==> config.mk <==
export PLATFORM = sky130hd
export DESIGN_NAME = thermocouple_reading_averager
export DESIGN_NICKNAME = d
export VERILOG_FILES = /design/src/tra_pkg.sv /design/src/thermocouple_reading_averager.sv
export SDC_FILE = /design/constraint.sdc
export NUM_CORES = 1
export LEC_CHECK = 0
export ABC_AREA = 1
export BUFFER_PORTS_ARGS = -buffer_cell sky130_fd_sc_hd__buf_2
export CORE_UTILIZATION = 44
export CTS_CLUSTER_SIZE = 24
export DETAILED_ROUTE_END_ITERATION = 16
export REMOVE_ABC_BUFFERS = 1
export SYNTH_ARGS = -nofsm -noshare
export SYNTH_HDL_FRONTEND = slang
export SYNTH_SLANG_ARGS = --single-unit
==> constraint.sdc <==
create_clock -name clk_i -period 4.4 [get_ports clk_i]
set_input_delay 0.88 -clock clk_i [delete_from_list [all_inputs] [get_ports clk_i]]
set_output_delay 0.88 -clock clk_i [all_outputs]
set_load 0.03 [all_outputs]
==> src/tra_pkg.sv <==
// thermocouple reading averager: shared types and constants
// converter word layout, request codes and result field widths
// no dependencies
package tra_pkg;

  localparam int unsigned SPI_W      = 16;
  localparam int unsigned READING_W  = 13;
  localparam int unsigned READING_LSB = 3;
  localparam int unsigned FAULT_BIT  = 2;
  localparam int unsigned MEAN_W     = 17;
  localparam int unsigned SCALE_SHIFT = 4;

  typedef enum logic {
    REQ_WORD  = 1'b0,
    REQ_QUERY = 1'b1
  } req_type_e;

  typedef logic [READING_W-1:0] reading_t;
  typedef logic [MEAN_W-1:0]    mean_t;

endpackage

==> src/thermocouple_reading_averager.sv <==
// thermocouple reading averager: boxcar mean over the last good converter readings
// one sequencer drives a shared add/subtract unit for sum updates and the divider
// depends on tra_pkg
//
//  channel | valid       | stall       | payload
//  --------+-------------+-------------+--------------------------------------------------
//  in      | in_valid_i  | in_stall_o  | req_type_i, spi_word_i
//  out     | out_valid_o | out_stall_i | sample_taken_o, sensor_fault_o, window_empty_o,
//          |             |             | mean_temp_o
//
// a query divides the scaled sum by the count over DIV_W steps, one quotient bit a cycle
// through the shared adder; a converter word evicts the oldest reading if the window is full, then stores if good
// one item is in work at a time; in_stall_o is high from transfer until the result
// is loaded into the output register, which then holds while out_stall_i is high
// reset clears the sequencer, count, sum, oldest position and sets the read permit
// ring entries are not cleared, only ever read after being written
module thermocouple_reading_averager #(
  parameter int unsigned WINDOW_DEPTH = 8
) (
  input  logic                      clk_i,
  input  logic                      rst_ni,
  input  logic                      in_valid_i,
  output logic                      in_stall_o,
  input  logic                      req_type_i,
  input  logic [tra_pkg::SPI_W-1:0] spi_word_i,
  output logic                      out_valid_o,
  input  logic                      out_stall_i,
  output logic                      sample_taken_o,
  output logic                      sensor_fault_o,
  output logic                      window_empty_o,
  output tra_pkg::mean_t            mean_temp_o
);

  localparam int unsigned IDX_W  = (WINDOW_DEPTH > 1) ? $clog2(WINDOW_DEPTH) : 1;
  localparam int unsigned CNT_W  = $clog2(WINDOW_DEPTH + 1);
  localparam int unsigned POS_W  = CNT_W + 1;
  localparam int unsigned SUM_W  = tra_pkg::READING_W + CNT_W;
  localparam int unsigned DIV_W  = SUM_W + tra_pkg::SCALE_SHIFT;
  localparam int unsigned ALU_W  = SUM_W + 1;
  localparam int unsigned STEP_W = $clog2(DIV_W);

  localparam logic [2:0] S_IDLE  = 3'd0;
  localparam logic [2:0] S_EVICT = 3'd1;
  localparam logic [2:0] S_STORE = 3'd2;
  localparam logic [2:0] S_DIV   = 3'd3;
  localparam logic [2:0] S_DONE  = 3'd4;

  logic [2:0]              state_q, state_d;
  logic [IDX_W-1:0]        oldest_q, oldest_d;
  logic [CNT_W-1:0]        count_q, count_d;
  logic [SUM_W-1:0]        sum_q, sum_d;
  logic                    permit_q, permit_d;
  logic [tra_pkg::SPI_W-1:0] word_q, word_d;
  logic                    taken_q, taken_d;
  logic                    fault_q, fault_d;
  logic                    empty_q, empty_d;
  logic [CNT_W-1:0]        rem_q, rem_d;
  logic [DIV_W-1:0]        quo_q, quo_d;
  logic [STEP_W-1:0]       step_q, step_d;
  logic                    out_valid_q, out_valid_d;
  logic                    out_taken_q, out_fault_q, out_empty_q;
  tra_pkg::mean_t          out_mean_q;

  tra_pkg::reading_t       ring_mem [WINDOW_DEPTH];
  tra_pkg::reading_t       rd_data_q;
  logic                    ring_we;
  logic [IDX_W-1:0]        wr_idx;
  logic [POS_W-1:0]        wr_pos;
  tra_pkg::reading_t       reading;

  logic [ALU_W-1:0]        alu_a, alu_b, alu_y;
  logic                    alu_sub;
  logic [CNT_W:0]          shifted;

  logic                    in_xfer, load_out;

  assign in_xfer  = in_valid_i && !in_stall_o;
  assign in_stall_o = (state_q != S_IDLE);
  assign reading  = word_q[tra_pkg::SPI_W-1:tra_pkg::READING_LSB];
  assign load_out = (state_q == S_DONE) && (!out_valid_q || !out_stall_i);

  assign wr_pos = POS_W'(oldest_q) + POS_W'(count_q);
  assign wr_idx = (wr_pos >= POS_W'(WINDOW_DEPTH)) ?
                  IDX_W'(wr_pos - POS_W'(WINDOW_DEPTH)) : IDX_W'(wr_pos);

  assign shifted = {rem_q, quo_q[DIV_W-1]};

  // shared add/subtract unit
  always_comb begin
    alu_a   = '0;
    alu_b   = '0;
    alu_sub = 1'b1;
    unique case (state_q)
      S_EVICT: begin
        alu_a = ALU_W'(sum_q);
        alu_b = ALU_W'(rd_data_q);
      end
      S_STORE: begin
        alu_a   = ALU_W'(sum_q);
        alu_b   = ALU_W'(reading);
        alu_sub = 1'b0;
      end
      S_DIV: begin
        alu_a = ALU_W'(shifted);
        alu_b = ALU_W'(count_q);
      end
      default: begin
        alu_a = '0;
      end
    endcase
    alu_y = alu_sub ? (alu_a - alu_b) : (alu_a + alu_b);
  end

  always_comb begin
    state_d  = state_q;
    oldest_d = oldest_q;
    count_d  = count_q;
    sum_d    = sum_q;
    permit_d = permit_q;
    word_d   = word_q;
    taken_d  = taken_q;
    fault_d  = fault_q;
    empty_d  = empty_q;
    rem_d    = rem_q;
    quo_d    = quo_q;
    step_d   = step_q;
    ring_we  = 1'b0;
    unique case (state_q)
      S_IDLE: begin
        if (in_xfer) begin
          word_d  = spi_word_i;
          taken_d = 1'b0;
          fault_d = 1'b0;
          empty_d = 1'b0;
          quo_d   = '0;
          state_d = S_DONE;
          if (req_type_i == tra_pkg::REQ_WORD) begin
            if (permit_q) begin
              permit_d = 1'b0;
              taken_d  = 1'b1;
              fault_d  = spi_word_i[tra_pkg::FAULT_BIT];
              if (count_q >= CNT_W'(WINDOW_DEPTH)) begin
                state_d = S_EVICT;
              end else if (!spi_word_i[tra_pkg::FAULT_BIT]) begin
                state_d = S_STORE;
              end
            end
          end else begin
            permit_d = 1'b1;
            if (count_q == '0) begin
              empty_d = 1'b1;
            end else begin
              quo_d   = {sum_q, {tra_pkg::SCALE_SHIFT{1'b0}}};
              rem_d   = '0;
              step_d  = STEP_W'(DIV_W - 1);
              state_d = S_DIV;
            end
          end
        end
      end
      S_EVICT: begin
        sum_d    = alu_y[SUM_W-1:0];
        count_d  = count_q - CNT_W'(1);
        oldest_d = (oldest_q == IDX_W'(WINDOW_DEPTH - 1)) ? '0 : oldest_q + IDX_W'(1);
        state_d  = fault_q ? S_DONE : S_STORE;
      end
      S_STORE: begin
        ring_we = 1'b1;
        sum_d   = alu_y[SUM_W-1:0];
        count_d = count_q + CNT_W'(1);
        state_d = S_DONE;
      end
      S_DIV: begin
        if (alu_y[ALU_W-1]) begin
          rem_d = shifted[CNT_W-1:0];
        end else begin
          rem_d = alu_y[CNT_W-1:0];
        end
        quo_d = {quo_q[DIV_W-2:0], !alu_y[ALU_W-1]};
        step_d = step_q - STEP_W'(1);
        if (step_q == '0) begin
          state_d = S_DONE;
        end
      end
      S_DONE: begin
        if (load_out) begin
          state_d = S_IDLE;
        end
      end
      default: begin
        state_d = S_IDLE;
      end
    endcase
  end

  always_comb begin
    out_valid_d = out_valid_q;
    if (load_out) begin
      out_valid_d = 1'b1;
    end else if (!out_stall_i) begin
      out_valid_d = 1'b0;
    end
  end

  always_ff @(posedge clk_i or negedge rst_ni) begin
    if (!rst_ni) begin
      state_q     <= S_IDLE;
      oldest_q    <= '0;
      count_q     <= '0;
      sum_q       <= '0;
      permit_q    <= 1'b1;
      step_q      <= '0;
      out_valid_q <= 1'b0;
    end else begin
      state_q     <= state_d;
      oldest_q    <= oldest_d;
      count_q     <= count_d;
      sum_q       <= sum_d;
      permit_q    <= permit_d;
      step_q      <= step_d;
      out_valid_q <= out_valid_d;
    end
  end

  always_ff @(posedge clk_i) begin
    word_q  <= word_d;
    taken_q <= taken_d;
    fault_q <= fault_d;
    empty_q <= empty_d;
    rem_q   <= rem_d;
    quo_q   <= quo_d;
    if (load_out) begin
      out_taken_q <= taken_q;
      out_fault_q <= fault_q;
      out_empty_q <= empty_q;
      out_mean_q  <= quo_q[tra_pkg::MEAN_W-1:0];
    end
  end

  // reading ring
  always_ff @(posedge clk_i) begin
    if (ring_we) begin
      ring_mem[wr_idx] <= reading;
    end
    rd_data_q <= ring_mem[oldest_q];
  end

  assign out_valid_o    = out_valid_q;
  assign sample_taken_o = out_taken_q;
  assign sensor_fault_o = out_fault_q;
  assign window_empty_o = out_empty_q;
  assign mean_temp_o    = out_mean_q;

  a_count_in_range: assert property (@(posedge clk_i) disable iff (!rst_ni)
    count_q <= CNT_W'(WINDOW_DEPTH))
    else $error("stored count beyond window depth");

  a_oldest_in_range: assert property (@(posedge clk_i) disable iff (!rst_ni)
    oldest_q <= IDX_W'(WINDOW_DEPTH - 1))
    else $error("oldest position beyond window depth");

  a_load_from_done: assert property (@(posedge clk_i) disable iff (!rst_ni)
    $rose(out_valid_q) |-> $past(state_q == S_DONE))
    else $error("result loaded outside the done state");

  a_empty_mean_zero: assert property (@(posedge clk_i) disable iff (!rst_ni)
    out_valid_q && out_empty_q |-> (out_mean_q == '0) && !out_taken_q)
    else $error("empty window result carries a mean or a sample");

  a_store_needs_room: assert property (@(posedge clk_i) disable iff (!rst_ni)
    state_q == S_STORE |-> count_q < CNT_W'(WINDOW_DEPTH))
    else $error("store into a full window");

endmodule

==> results.cfg <==
[timing]
holdWs_ns = 0.423
hold_violations = 0
period_needed_ns = 3.85
skew_ns = 0.0115
finalCritPeriodShare_pct = 87.4
worst_pin_slew_ns = 1.08
setup_viol = 0
tns_ns = 0
clock.fmax_mhz = 260
slew_viol_final = 0
rsz0062_at_grt = false
slew_headroom_pct = 27.7

[clock_tree]
cts-root-buf = clkbuf_16
htreeDepth = 1
post_cts_buffers = 0
cts_tree = done
hold_buffers = 0
clk_pin_slew_ns = 0.06
cts-resized-gates = 0
clock_path_buffers = 3
worstSkewPairLatency_ns = 0.52
clkSinkCount = 212
cts-buffers-inserted = 23

[power_and_ir_drop]
power_density_mw_per_mm2 = 812
ir_worst_vdd_mv = 0.459
power.total_mw = 9.02
p_leak_nw = 4.51

[global_route]
grt_pass1_wl_um = 31600
grt.busiest_layer = met2
gr-total-overflow = 0
antenna_found_initial = 0
grt_pass1_vias = 6091
met1_usage_pct = 24.2
grt_max_degree = 55
grtUsageMet2_pct = 30.0
met3_usage_pct = 2.47
grt_usage_pct = 17.9

[floorplanning]
die-area_mm2 = 0.0229
dieWidth_um = 151
num_rows = 54
initial_core_util_pct = 44.9
ios = 43
core_area_mm2 = 0.0218
die_y_um = 151

[worst_setup_path]
worstSetupStartpointType = flip-flop
required_ns = 4.67
worstPathArrival_ns = 4.12
crit_fanout = 13
critPathLaunch = state_q[0]$_DFFE_PN0P_
worstReg2RegStart = state_q[0]$_DFFE_PN0P_
r2r-end = rem_q[1]$_SDFFCE_PN0P_
rrSetupSlack_ns = 0.55
end_kind = flip-flop
reg2regPathDepth = 21
crit_type = reg2reg

[placement]
gp_congestion = 0.950
numPortBuffers = 40
place_hpwl_um = 12700
dpl.cell_count = 1233

[yosys]
synth_async_sr_flop_share_pct = 16.0
yosys.area_share.adder_pct = 3.80
synth_top_family_by_area = simple AND/OR/NAND/NOR gates
synth_compound_area_share_pct = 10.3
synth_seq_cells = 212
synth_edf_count = 165
synth_ff_type = edfxtp_1
yosys.cell_types.count = 47
muxShareOfSynthArea_pct = 0
ys_seq_area_share_pct = 61.9
syn_inst = 932
synth-simple-area-share_pct = 16.9
synth_area_per_cell_um2 = 10.5
yosys_warnings = 0
synth_xor_area_share_pct = 2.23
syn_area_mm2 = 0.00980

[route]
totalWireLength_um = 19500
antenna_left = 0
dr.pass1.iters = 5
drtIter0Drc = 369
wl_per_cell_um = 15.3
vias_per_cell = 5.08
num_vias = 6483
drcViolationCount = 0

[hold_path]
hold_end = window_empty_o$_DFFE_PP_
hp-class = reg2reg
hold_depth = 0
holdCritStartpoint = empty_q$_SDFFCE_PN0P_

[layout]
fin_cells = 1275
fin_nets = 1027
diodes = 0
final_layout_size_suffix_gt1_share_pct = 13.4
area_growth_pct = 13.3
fillCellCount = 1947

[run_status]
status = finished clean

[flow_run]
maxCapViolations = 0
-- cell usage after synthesis, drive strengths merged (3+ instances only) --
library cell  count  share of area [%]
nand4            12               0.77
nand2           157                6.6
o31ai            16                1.2
xnor2             7               0.63
dfxtp            13                2.7
a21o              3               0.23
o22ai            17                1.1
or2               3               0.19
o21bai            4               0.31
a31oi            17                1.1
dfrtp            33                8.4
fa                3               0.61
nand3b            5               0.38
a21oi            16               0.82
inv              84                3.2
clkbuf           28                1.1
ha               25                3.2
xor2             18                1.6
nand3            26                1.7
nor3              5               0.26
o21ai            93                4.8
buf               7               0.54
edfxtp          165                 51
nor2            160                6.7
-- flip-flops by register name (all words and copies together), names as in the netlist --
register,cells
ring_mem,104
quo_q,21
sample_taken_o,1
mean_temp_o,17
rem_q,4
out_valid_o,1
taken_q,1
window_empty_o,1
word_q,13
fault_q,1
sum_q,17
oldest_q,3
permit_q,1
step_q,5
rd_data_q,13
sensor_fault_o,1
count_q,4
state_q,3
empty_q,1
-- how the worst max path moves through the flow --
stage                             end  slack [ns]  cells past startpoint
3_3_place_gp   rem_q[3]$_SDFFCE_PN0P_        0.58                     20
6_report       rem_q[1]$_SDFFCE_PN0P_        0.55                     21
2_1_floorplan  rem_q[3]$_SDFFCE_PN0P_        0.50                     23
4_1_cts        rem_q[3]$_SDFFCE_PN0P_        0.53                     20
3_5_place_dp   rem_q[3]$_SDFFCE_PN0P_        0.52                     20
5_1_grt        rem_q[2]$_SDFFCE_PN0P_        0.17                     20
-- layout by cell type, fill, tap and decap left out, drive strengths merged --
| cell | instances |
|---|---|
| buf | 56 |
| clkinvlp | 2 |
| a21oi | 16 |
| ha | 25 |
| a21o | 3 |
| nand3 | 26 |
| dfrtp | 33 |
| xnor2 | 7 |
| a32oi | 1 |
| dfxtp | 13 |
| and2 | 2 |
| o21bai | 4 |
| clkinv | 7 |
| nand4 | 12 |
| dfstp | 1 |
| bufinv | 3 |
| a22o | 1 |
| nor2 | 160 |
| a41oi | 2 |
| o211ai | 1 |
| or2 | 3 |
| a31oi | 17 |
| a221oi | 1 |
| o22ai | 17 |
| edfxtp | 165 |
| o31ai | 16 |
| nand2b | 1 |
| o32ai | 1 |
| nor3 | 5 |
| a31o | 1 |
| a211oi | 1 |
| nand3b | 5 |
| nand2 | 157 |
| inv | 86 |
| o21ai | 93 |
| xor2 | 18 |
| clkbuf | 30 |
| fa | 3 |
-- metal layers --
metal | vias up | wire length, um
li1 | 3290 | -
met1 | 3054 | 9230
met2 | 112 | 9160
met3 | 27 | 724
met4 | 0 | 386
met5 | - | 0
-- stage by stage --
step | utilization, % | setup WS, ns | instance area, um2
2_1_floorplan | - | 0.505 | 9650
3_3_place_gp | 47.3 | 0.576 | 10300
3_5_place_dp | 47.3 | 0.523 | 10300
4_1_cts | 50.9 | 0.528 | 11100
5_1_grt | 50.9 | 0.168 | 11100
6_report | 50.9 | 0.553 | 11100
-- final cells by class --
class,instances,area (um2),area share [%]
multi-input combinational,599,3260,29.4
inverter,86,323,2.91
timing repair buffer,56,333,3.00
clock buffer,30,612,5.51
tap,280,350,3.16
sequential,212,6070,54.6
clock inverter,12,159,1.43
-- where the power goes --
group	total [mW]	leakage [nW]	internal, mW	switching, mW
logic	4.05	2.10	1.38	2.67
clock network	1.95	0.371	1.17	0.781
registers	3.02	2.05	2.77	0.247
total	9.02	4.51	5.32	3.70
-- critical path, stage by stage, from the launching register on --
cell and delay (ns):
dfrtp_1 0.71, inv_2 0.14, nand3_1 0.12, nand2_1 0.07
nor2_2 0.15, ha_1 0.21, nand4_1 0.14, nor2_1 0.25
a41oi_1 0.19, ha_1 0.40, inv_1 0.08, nor3_1 0.37
and2_1 0.18, nand2_1 0.05, nand2_1 0.05, nor2_1 0.07
inv_1 0.10, nand2_4 0.08, nand3_2 0.08, nand2_1 0.05
nand2_1 0.05, inv_1 0.04
-- cell families after synthesis --
group                    count (synthesis)
adder cells (fa/ha/maj)                 28
flip-flops                             212
XOR/XNOR                                25
AO/OA/AOI/OAI                          175
AND/OR/NAND/NOR                        371
buffers and inverters                  121
Power figures use the tool's default switching activity.
